--- config.mk ---
export PLATFORM = sky130hd
export DESIGN_NAME = voice_transmit_gate
export DESIGN_NICKNAME = d
export VERILOG_FILES = /design/src/vtg_pkg.sv /design/src/voice_transmit_gate.sv
export SDC_FILE = /design/constraint.sdc
export NUM_CORES = 1
export LEC_CHECK = 0
export BUFFER_PORTS_ARGS = -buffer_cell sky130_fd_sc_hd__buf_2
export CORE_MARGIN = 2
export CORE_UTILIZATION = 45
export CTS_CLUSTER_DIAMETER = 120
export DETAILED_ROUTE_END_ITERATION = 6
export MAX_ROUTING_LAYER = met4
export PLACE_DENSITY = 0.73
export SETUP_SLACK_MARGIN = 0.3
export SYNTH_ARGS = -nofsm -noshare
export SYNTH_HDL_FRONTEND = slang
export SYNTH_SLANG_ARGS = --single-unit
--- constraint.sdc ---
create_clock -name aclk -period 3.6 [get_ports aclk]
set_input_delay 0.36 -clock aclk [delete_from_list [all_inputs] [get_ports aclk]]
set_output_delay 0.36 -clock aclk [all_outputs]
set_load 0.02 [all_outputs]
--- src/vtg_pkg.sv ---
`timescale 1ns / 1ps
// Package for the voice transmit gate: field widths, timing constants,
// configuration register indexes and reset values. Depends on nothing.
package vtg_pkg;

    // Field widths of the stream payloads.
    localparam int LEVEL_W   = 13;
    localparam int FRAMES_W  = 5;
    localparam int PREROLL_W = 3;
    localparam int SEQ_W     = 32;
    localparam int HANG_W    = 6;
    localparam int TAIL_W    = 4;

    // Packed payload widths, rounded up to whole bytes.
    localparam int S_TDATA_W = 24;
    localparam int M_TDATA_W = 48;

    // Gate timing and frame limits.
    localparam logic [HANG_W-1:0]    HANGOVER_TICKS = 6'd45;
    localparam logic [TAIL_W-1:0]    PTT_TAIL_TICKS = 4'd12;
    localparam logic [PREROLL_W-1:0] PREROLL_FRAMES = 3'd6;
    localparam logic [FRAMES_W-1:0]  MAX_CAPTURED   = 5'd25;

    // Configuration register indexes.
    localparam int CFG_IDX_W = 2;
    localparam int CFG_DATA_W = 13;
    localparam logic [CFG_IDX_W-1:0] REG_VAD_THRESHOLD     = 2'd0;
    localparam logic [CFG_IDX_W-1:0] REG_PUSH_TO_TALK_MODE = 2'd1;
    localparam logic [CFG_IDX_W-1:0] REG_TRANSPORT_PRESENT = 2'd2;
    localparam logic [CFG_IDX_W-1:0] REG_CAPTURE_PRESENT   = 2'd3;

    // Configuration reset values.
    localparam logic [LEVEL_W-1:0] VAD_THRESHOLD_RESET = 13'd410;

endpackage

--- src/voice_transmit_gate.sv ---
`timescale 1ns / 1ps
// Voice transmit gate: voice-activity / push-to-talk gating with hangover,
// pre-roll hold and frame sequence numbering. Depends on vtg_pkg.

// The block takes one tick transaction per clock cycle and returns one result
// transaction for each in the cycle after acceptance. All per-tick work (level
// compare, counter reload or count-down, pre-roll flush and saturation, and the
// 32-bit sequence add) is a short combinational path from the input port and
// the state registers into the state and the result register. The result
// register lets the next tick be accepted while the current result waits, so
// s_tready drops only when a result is held and m_tready is low. Configuration
// writes take effect at the clock edge at which cfg_we is high.
module voice_transmit_gate (
    input  logic                            aclk,
    input  logic                            aresetn,
    // Configuration write port.
    input  logic                            cfg_we,
    input  logic [vtg_pkg::CFG_IDX_W-1:0]   cfg_index,
    input  logic [vtg_pkg::CFG_DATA_W-1:0]  cfg_wdata,
    // Tick input. tdata, lowest bit up: mic_level[12:0], ptt_pressed[13],
    // muted[14], captured_frames[19:15], zero fill[23:20].
    input  logic                            s_tvalid,
    output logic                            s_tready,
    input  logic [vtg_pkg::S_TDATA_W-1:0]   s_tdata,
    // Result output. tdata, lowest bit up: vad_active[0], flush_preroll[3:1],
    // send_captured[8:4], first_sequence[40:9], preroll_held[43:41],
    // zero fill[47:44].
    output logic                            m_tvalid,
    input  logic                            m_tready,
    output logic [vtg_pkg::M_TDATA_W-1:0]   m_tdata
);

    // Configuration registers.
    logic [vtg_pkg::LEVEL_W-1:0] vad_threshold_reg;
    logic                        push_to_talk_mode_reg;
    logic                        transport_present_reg;
    logic                        capture_present_reg;

    // Gate state.
    logic [vtg_pkg::HANG_W-1:0]    hangover_count_reg, hangover_count_next;
    logic [vtg_pkg::TAIL_W-1:0]    ptt_tail_count_reg, ptt_tail_count_next;
    logic                          sending_reg, sending_next;
    logic [vtg_pkg::PREROLL_W-1:0] preroll_count_reg, preroll_count_next;
    logic [vtg_pkg::SEQ_W-1:0]     next_sequence_reg, next_sequence_next;

    // Result register.
    logic                           m_tvalid_reg;
    logic                           vad_active_reg, vad_active_next;
    logic [vtg_pkg::PREROLL_W-1:0]  flush_preroll_reg, flush_preroll_next;
    logic [vtg_pkg::FRAMES_W-1:0]   send_captured_reg, send_captured_next;
    logic [vtg_pkg::SEQ_W-1:0]      first_sequence_reg, first_sequence_next;

    // Unpacked input fields.
    logic [vtg_pkg::LEVEL_W-1:0]  in_level;
    logic                         in_ptt;
    logic                         in_muted;
    logic [vtg_pkg::FRAMES_W-1:0] in_frames;

    // Intermediate values.
    logic                         accept;
    logic [vtg_pkg::LEVEL_W-1:0]  level_eff;
    logic [vtg_pkg::FRAMES_W-1:0] frames_eff;
    logic                         speech;
    logic                         gate;
    logic [vtg_pkg::HANG_W-1:0]   send_total;
    logic [vtg_pkg::HANG_W-1:0]   held_sum;

    assign in_level  = s_tdata[12:0];
    assign in_ptt    = s_tdata[13];
    assign in_muted  = s_tdata[14];
    assign in_frames = s_tdata[19:15];

    // Accept a new tick whenever the result register is empty or being drained.
    assign s_tready = !m_tvalid_reg || m_tready;
    assign accept   = s_tvalid && s_tready;

    // Configuration writes.
    always_ff @(posedge aclk) begin
        if (!aresetn) begin
            vad_threshold_reg     <= vtg_pkg::VAD_THRESHOLD_RESET;
            push_to_talk_mode_reg <= 1'b0;
            transport_present_reg <= 1'b1;
            capture_present_reg   <= 1'b1;
        end else if (cfg_we) begin
            unique case (cfg_index)
                vtg_pkg::REG_VAD_THRESHOLD:     vad_threshold_reg     <= cfg_wdata;
                vtg_pkg::REG_PUSH_TO_TALK_MODE: push_to_talk_mode_reg <= cfg_wdata[0];
                vtg_pkg::REG_TRANSPORT_PRESENT: transport_present_reg <= cfg_wdata[0];
                vtg_pkg::REG_CAPTURE_PRESENT:   capture_present_reg   <= cfg_wdata[0];
                default: ;
            endcase
        end
    end

    // Without a capture device the level and frame count read as zero; excess
    // frames are limited to the drain size.
    always_comb begin
        level_eff  = capture_present_reg ? in_level : '0;
        frames_eff = '0;
        if (capture_present_reg) begin
            frames_eff = (in_frames > vtg_pkg::MAX_CAPTURED) ? vtg_pkg::MAX_CAPTURED
                                                             : in_frames;
        end
    end

    // Gate decision, frame accounting and the next state for one tick.
    always_comb begin
        hangover_count_next = hangover_count_reg;
        ptt_tail_count_next = ptt_tail_count_reg;
        sending_next        = sending_reg;
        preroll_count_next  = preroll_count_reg;
        next_sequence_next  = next_sequence_reg;
        vad_active_next     = 1'b0;
        flush_preroll_next  = '0;
        send_captured_next  = '0;
        first_sequence_next = '0;
        speech              = level_eff >= vad_threshold_reg;
        gate                = 1'b0;
        send_total          = '0;
        held_sum            = '0;

        if (in_muted) begin
            hangover_count_next = '0;
            ptt_tail_count_next = '0;
            sending_next        = 1'b0;
            preroll_count_next  = '0;
        end else begin
            // Counter reload or count-down for the selected mode.
            if (push_to_talk_mode_reg) begin
                if (in_ptt) begin
                    ptt_tail_count_next = vtg_pkg::PTT_TAIL_TICKS;
                end else if (ptt_tail_count_reg != '0) begin
                    ptt_tail_count_next = ptt_tail_count_reg - 1'b1;
                end
                hangover_count_next = '0;
                gate = in_ptt || (ptt_tail_count_next != '0);
            end else begin
                if (speech) begin
                    hangover_count_next = vtg_pkg::HANGOVER_TICKS;
                end else if (hangover_count_reg != '0) begin
                    hangover_count_next = hangover_count_reg - 1'b1;
                end
                ptt_tail_count_next = '0;
                gate = speech || (hangover_count_next != '0);
            end

            // Send path: flush the hold on opening, then number all frames.
            if (gate && transport_present_reg) begin
                if (!sending_reg) begin
                    flush_preroll_next = preroll_count_reg;
                    preroll_count_next = '0;
                end
                send_captured_next = frames_eff;
                send_total = {3'b000, flush_preroll_next} + {1'b0, frames_eff};
                if (send_total != '0) begin
                    first_sequence_next = next_sequence_reg;
                end
                next_sequence_next = next_sequence_reg + {26'd0, send_total};
                sending_next       = 1'b1;
            end else if (capture_present_reg) begin
                // Hold path: keep only the newest pre-roll frames.
                held_sum     = {3'b000, preroll_count_reg} + {1'b0, frames_eff};
                sending_next = 1'b0;
                if (held_sum > {3'b000, vtg_pkg::PREROLL_FRAMES}) begin
                    preroll_count_next = vtg_pkg::PREROLL_FRAMES;
                end else begin
                    preroll_count_next = held_sum[2:0];
                end
            end
            vad_active_next = gate;
        end
    end

    // State and control registers.
    always_ff @(posedge aclk) begin
        if (!aresetn) begin
            hangover_count_reg <= '0;
            ptt_tail_count_reg <= '0;
            sending_reg        <= 1'b0;
            preroll_count_reg  <= '0;
            next_sequence_reg  <= '0;
            m_tvalid_reg       <= 1'b0;
        end else begin
            if (accept) begin
                hangover_count_reg <= hangover_count_next;
                ptt_tail_count_reg <= ptt_tail_count_next;
                sending_reg        <= sending_next;
                preroll_count_reg  <= preroll_count_next;
                next_sequence_reg  <= next_sequence_next;
                m_tvalid_reg       <= 1'b1;
            end else if (m_tready) begin
                m_tvalid_reg       <= 1'b0;
            end
        end
    end

    // Result payload register.
    always_ff @(posedge aclk) begin
        if (accept) begin
            vad_active_reg     <= vad_active_next;
            flush_preroll_reg  <= flush_preroll_next;
            send_captured_reg  <= send_captured_next;
            first_sequence_reg <= first_sequence_next;
        end
    end

    // Result packing; the held count is the current pre-roll state.
    assign m_tvalid = m_tvalid_reg;
    assign m_tdata  = {4'b0000, preroll_count_reg, first_sequence_reg,
                       send_captured_reg, flush_preroll_reg, vad_active_reg};

    // The pre-roll hold never exceeds its limit.
    assert property (@(posedge aclk) disable iff (!aresetn)
        preroll_count_reg <= vtg_pkg::PREROLL_FRAMES)
        else $error("pre-roll count above limit");

    // Flushed frames only appear while the gate is open.
    assert property (@(posedge aclk) disable iff (!aresetn)
        m_tvalid_reg && (flush_preroll_reg != '0) |-> vad_active_reg)
        else $error("pre-roll flushed with gate closed");

    // A muted tick leaves counters and hold cleared.
    assert property (@(posedge aclk) disable iff (!aresetn)
        accept && in_muted |=> (preroll_count_reg == '0) && (hangover_count_reg == '0)
                               && (ptt_tail_count_reg == '0) && !sending_reg)
        else $error("mute did not clear gate state");

    // The sequence advances by exactly the frames reported as sent.
    assert property (@(posedge aclk) disable iff (!aresetn)
        accept |=> next_sequence_reg == $past(next_sequence_reg)
                   + {29'd0, flush_preroll_reg} + {27'd0, send_captured_reg})
        else $error("sequence number out of step with sent frames");

    // Counters of the unused mode stay cleared after a tick.
    assert property (@(posedge aclk) disable iff (!aresetn)
        accept && !in_muted |=> (hangover_count_reg == '0) || (ptt_tail_count_reg == '0))
        else $error("both gate counters running");

endmodule

* After elaboration in Yosys (flattened, before gate mapping)
Index checks and enable logic that the tools add are counted.
** Word-level totals
- Register bits :: 104
- Output and inout bits :: 50
- Logic and storage cells :: 82
** Cells by class
- $add $sub $neg :: 5
- Order comparisons :: 3
- Equality and inequality tests :: 4
- Muxes and demuxes :: 30
- Bitwise logic cells :: 3
- Reduce and logical (&&, ||, !) cells :: 23
** Operators by type and width (count)
- 6-bit two-way mux :: 6
- 32-bit by 6-bit adder with 32-bit output :: 1
- 3-bit two-way mux :: 8
- 4-bit two-way mux :: 6
- 6-bit nonzero test :: 3
- 13-bit >= comparator :: 1
- 13-bit two-way mux :: 1
- 3-bit by 5-bit adder with 6-bit output :: 2
- 5-bit two-way mux :: 2
- 2-bit AND reduction :: 5
- 4-bit nonzero test :: 2
- 1-bit two-way mux :: 7
- 6-bit by 3-bit greater-than comparator with 1-bit output (second input constant) :: 1
- 3-bit AND reduction :: 2
- 6-bit by 1-bit subtractor with 6-bit output (second input constant) :: 1
- 5-bit greater-than comparator (second input constant) :: 1
- 2-bit equality test (second input constant) :: 2
- 4-bit by 1-bit subtractor with 4-bit output (second input constant) :: 1
- 1-bit logical OR :: 3
- 3-bit != test (second input constant) :: 1
- 1-bit NOT :: 3
- 3-bit nonzero test :: 1
- 3-bit OR reduction :: 1
- 2-bit by 1-bit equality test with 1-bit output (second input constant) :: 1
- other kinds (5) :: 6

* Depth between registers and ports, before layout
- Depth after elaboration :: 16
- Depth in mapped cells :: 18

* Least setup slack after synthesis
Ideal clock, no wire load.
- Path type :: reg2reg
- Start :: register capture_present_reg
- End :: register next_sequence_reg[31] in the netlist's numbering
- Arrival :: 3.432 ns
- Data required time :: 3.530 ns
- Slack :: 0.098 ns
- Cell stages (with the launch flop) :: 15
- Path buffers :: 2
- Clock period less this slack :: 3.502 ns
- Cell sequence :: dfxtp_1 > clkbuf_1 > and3_1 > ha_1 > a21o_1 > a21oi_1 > xor2_1 > ha_1 > inv_1 > o21ai_0 > o2111ai_1 > a2111o_2 > buf_6 > or4_1 > a21oi_1
** RTL lines
- start, declared :: line voice_transmit_gate.sv:37 : logic capture_present_reg;
- start signal, assigned :: line voice_transmit_gate.sv:89 : vtg_pkg::REG_CAPTURE_PRESENT: capture_present_reg <= cfg_wdata[0];
- 5-bit two-way mux :: line voice_transmit_gate.sv:100 : if (capture_present_reg) begin
- via frames_eff, one bit :: line voice_transmit_gate.sv:62 : logic [vtg_pkg::FRAMES_W-1:0] frames_eff;
- 3-bit by 5-bit adder with 6-bit output :: line voice_transmit_gate.sv:154 : send_total = {3'b000, flush_preroll_next} + {1'b0, frames_eff};
- 32-bit by 6-bit adder with 32-bit output :: line voice_transmit_gate.sv:158 : next_sequence_next = next_sequence_reg + {26'd0, send_total};
- end signal, assigned :: line voice_transmit_gate.sv:189 : next_sequence_reg <= next_sequence_next;
- end, declared :: line voice_transmit_gate.sv:44 : logic [vtg_pkg::SEQ_W-1:0] next_sequence_reg, next_sequence_next;
The timed path passes the listed nets, and every way through them passes these cells. The select of a mux whose other input is x is not followed.
A chain may end at the register's enable or synchronous reset.

* Worst setup path after layout
- Start :: register capture_present_reg
- End :: register next_sequence_reg[29] in the netlist's numbering
The elaborated chain is that of the path after synthesis.

==> flow_metrics.tcl <==
set metrics [dict create \
    drc 0 \
    cp_data_required_time_ns 3.87 \
    p_per_area_nw_per_um2 399 \
    slew_headroom_pct 43.2 \
    critPathBufInv 0 \
    diodes 0 \
    hp-class "primary input to register" \
    worstPathArrival_ns 3.63 \
    worstPathCellList "o21a_1, ha_2, fa_2, a21oi_2, nor2b_1, xnor2_1, nor2b_1, ha_2, or3_1, o2111ai_2, a2111o_2, or4_4, a21oi_1" \
    dpl_cell_area_sq_um 6270 \
    netlist_instances 605 \
    holdPathStages 3 \
    yosys.area.top_type "dfxtp_1" \
    die_h_microns 116 \
    status "complete, no violations" \
    ys_types 57 \
    die_w_microns 116 \
    htree_levels 3 \
    r2r_start "capture_present_reg$_SDFFE_PN1P_" \
    synth_top_area_share_pct 22.5 \
    grt_max_degree 46 \
    place_ws_ns -0.138 \
    clk_path_buf_depth 2 \
    vias_per_cell 5.38 \
    cts_tree "built" \
    synth_edf_count 41 \
    gp_congestion 0.856 \
    p_seq_share_pct 48.4 \
    yosys_register_bits 104 \
    post-route-period-util_pct 93.3 \
    ys_warn_count 0 \
    fmax_mhz 298 \
    drt-initial-drc-count 269 \
    port_buffers 85 \
    drt_wl_total_microns 12400 \
    io_pins 94 \
    clockPowerShare_pct 35.8 \
    synth_area_per_cell_sq_um 9.26 \
    yosys-top-cells-count "nand2_1 (66), dfxtp_1 (63), a21oi_1 (54)" \
    rows 40 \
    ctsRootBufferMaster "clkbuf_16" \
    antenna_found_initial 0 \
    synth.most_common_cell "nand2_1" \
    worst-path-max-fanout 5 \
    drtAntennaViolNets 0 \
    synth.area.top_cells "dfxtp_1 (23%), edfxtp_1 (22%), ha_1 (6.3%)" \
    ctsHoldBuffers 0 \
    cts.clk_slew.worst_paths_ns 0.07 \
    start_util_pct 46.5 \
    drt-pass1-iter-count 4 \
    wl_per_cell_microns 14.3 \
    period_minus_slack_ns 3.36 \
    hp-start "cfg_wdata[1]" \
    grt_pass1_wl_microns 20600 \
    comb_power_share_pct 15.8 \
    synthToLayoutAreaGrowth_pct 19.0 \
    detailed_place_hpwl_microns 8600 \
    grt.total_usage_pct 19.6 \
    max_cap_viol_count 0 \
    intPower_mw 1.91 \
    crit_start "capture_present_reg$_SDFFE_PN1P_" \
    clock_latency_ns 0.35 \
    clock_sinks 104 \
    netlist_area_sq_um 5600 \
    worst-path-stages 13 \
    p_sw_mw 0.746 \
    fin_tns_setup_ns 0 \
    p_sw_share_pct 28.1 \
    worst_slew_pin_slew_ns 0.851 \
    vias 4689 \
    max_stage_delay_ns 0.54 \
    hold_viol_final 0 \
    ys.flop_type "dfxtp_1" \
    finClkSkew_ns 0.00893 \
    p_leak_nw 2.74 \
    crit_type "register to register" \
    start_kind "register" \
    grt_pass1_vias 4528 \
    setup_viol 0 \
    grt-ovfl-total 0 \
    rsz0062_at_grt "yes" \
    finalWorstSetupSlack_ns 0.241 \
    end_kind "register" \
    cp_top_family "compound AO/OA/AOI/OAI gates" \
    coreArea_sq_um 12100 \
    crit_path_top_delay_cell "or4_4" \
    hold_ws_ns 0.235 \
    drive_gt1_share_pct 22.2 \
    seq_area_frac_synth_pct 44.5 \
    design_area_sq_um 6670 \
    die-area_sq_um 13400 \
    ir_drop_mv 0.193 \
    rr_worst_depth 13 \
    numCtsBuffers 9 \
    slew_violations 0 \
    fin_nets 773 \
    ys_async_sr_fraction_pct 0 \
]
cell families (layout without fill, tap and decap cells):
logic type | after synthesis | count (layout) | share of synthesized area, %
simple gates | 268 | 268 | 25.7
compound gates | 117 | 119 | 13.0
flops | 104 | 104 | 44.5
buf+inv | 55 | 148 | 4.35
fa+ha+maj | 31 | 31 | 7.32
mux | 21 | 21 | 3.75
xor+xnor | 8 | 8 | 1.25
other cells | 1 | 4 | 0.0669
cell type report:
cell class | instances | area [sq um]
Fill cell | 1097 | 5400
Clock inverter | 7 | 61.3
Clock buffer | 9 | 225
Inverter | 23 | 86.3
Tap cell | 168 | 210
Timing Repair Buffer | 109 | 617
Sequential cell | 104 | 2500
Multi-Input combinational cell | 451 | 2970
final timing paths:
kind,end,slack (ns)
setup / recovery,next_sequence_reg[29]$_SDFFE_PN0P_,0.24
hold / removal,vad_threshold_reg[1]$_SDFFE_PN1P_,0.23
setup reg to reg,next_sequence_reg[29]$_SDFFE_PN0P_,0.24
hold reg to reg,vad_threshold_reg[9]$_SDFFE_PN0P_,0.46
worst reg2reg max path: stages (launching register included):
cell	delay [ns]
dfxtp_2	0.35
o21a_1	0.13
ha_2	0.19
fa_2	0.36
a21oi_2	0.13
nor2b_1	0.07
xnor2_1	0.17
nor2b_1	0.09
ha_2	0.33
or3_1	0.11
o2111ai_2	0.18
a2111o_2	0.48
or4_4	0.54
a21oi_1	0.15
placed cells by master, fill, tap and decap left out, types with 14 or more instances in the layout:
cell / netlist / final
dfxtp_1: 63 / 60
nand2b_1: 17 / 17
buf_4: 5 / 21
nand2_1: 66 / 66
a21oi_1: 54 / 51
and2_1: 46 / 46
ha_1: 28 / 26
mux2i_1: 21 / 21
nand3_1: 20 / 20
edfxtp_1: 41 / 41
nor2_1: 36 / 36
buf_2: 3 / 85
o21ai_0: 15 / 14
inv_1: 22 / 22
nor3_1: 16 / 15
through the flow:
stage / power (mW) / instances / util [%]
5_1_grt: 2.78 / 871 / 55.3
4_1_cts: 2.67 / 870 / 54.8
3_3_place_gp: 1.71 / 850 / 52.0
3_5_place_dp: 1.72 / 850 / 52.0
6_report: 2.66 / 871 / 55.3
2_1_floorplan: 1.60 / 608 / -
repair_timing:
action	CTS	global route
setup endpoints to repair	13	48
pin swaps	1	3
gates cloned	2	0
buffers inserted	2	1
gates resized for setup	6	12
metal layers:
layer	track usage, %	share of wire (%)	vias to the layer above
li1	-	-	2332
met1	23.6	44	2201
met2	33.1	50	138
met3	2.56	4.6	18
met4	8.11	1.7	0
met5	-	0	-
power by group through the flow:
stage | Clock, mW | Sequential, mW | Combinational [mW]
after floorplan | 0 | 1.35 | 0.251
after global placement | 0 | 1.31 | 0.393
after detailed placement | 0 | 1.32 | 0.407
after CTS | 0.968 | 1.29 | 0.417
after global routing | 1.02 | 1.29 | 0.467
final | 0.952 | 1.29 | 0.421
Power figures use the tool's default switching activity.
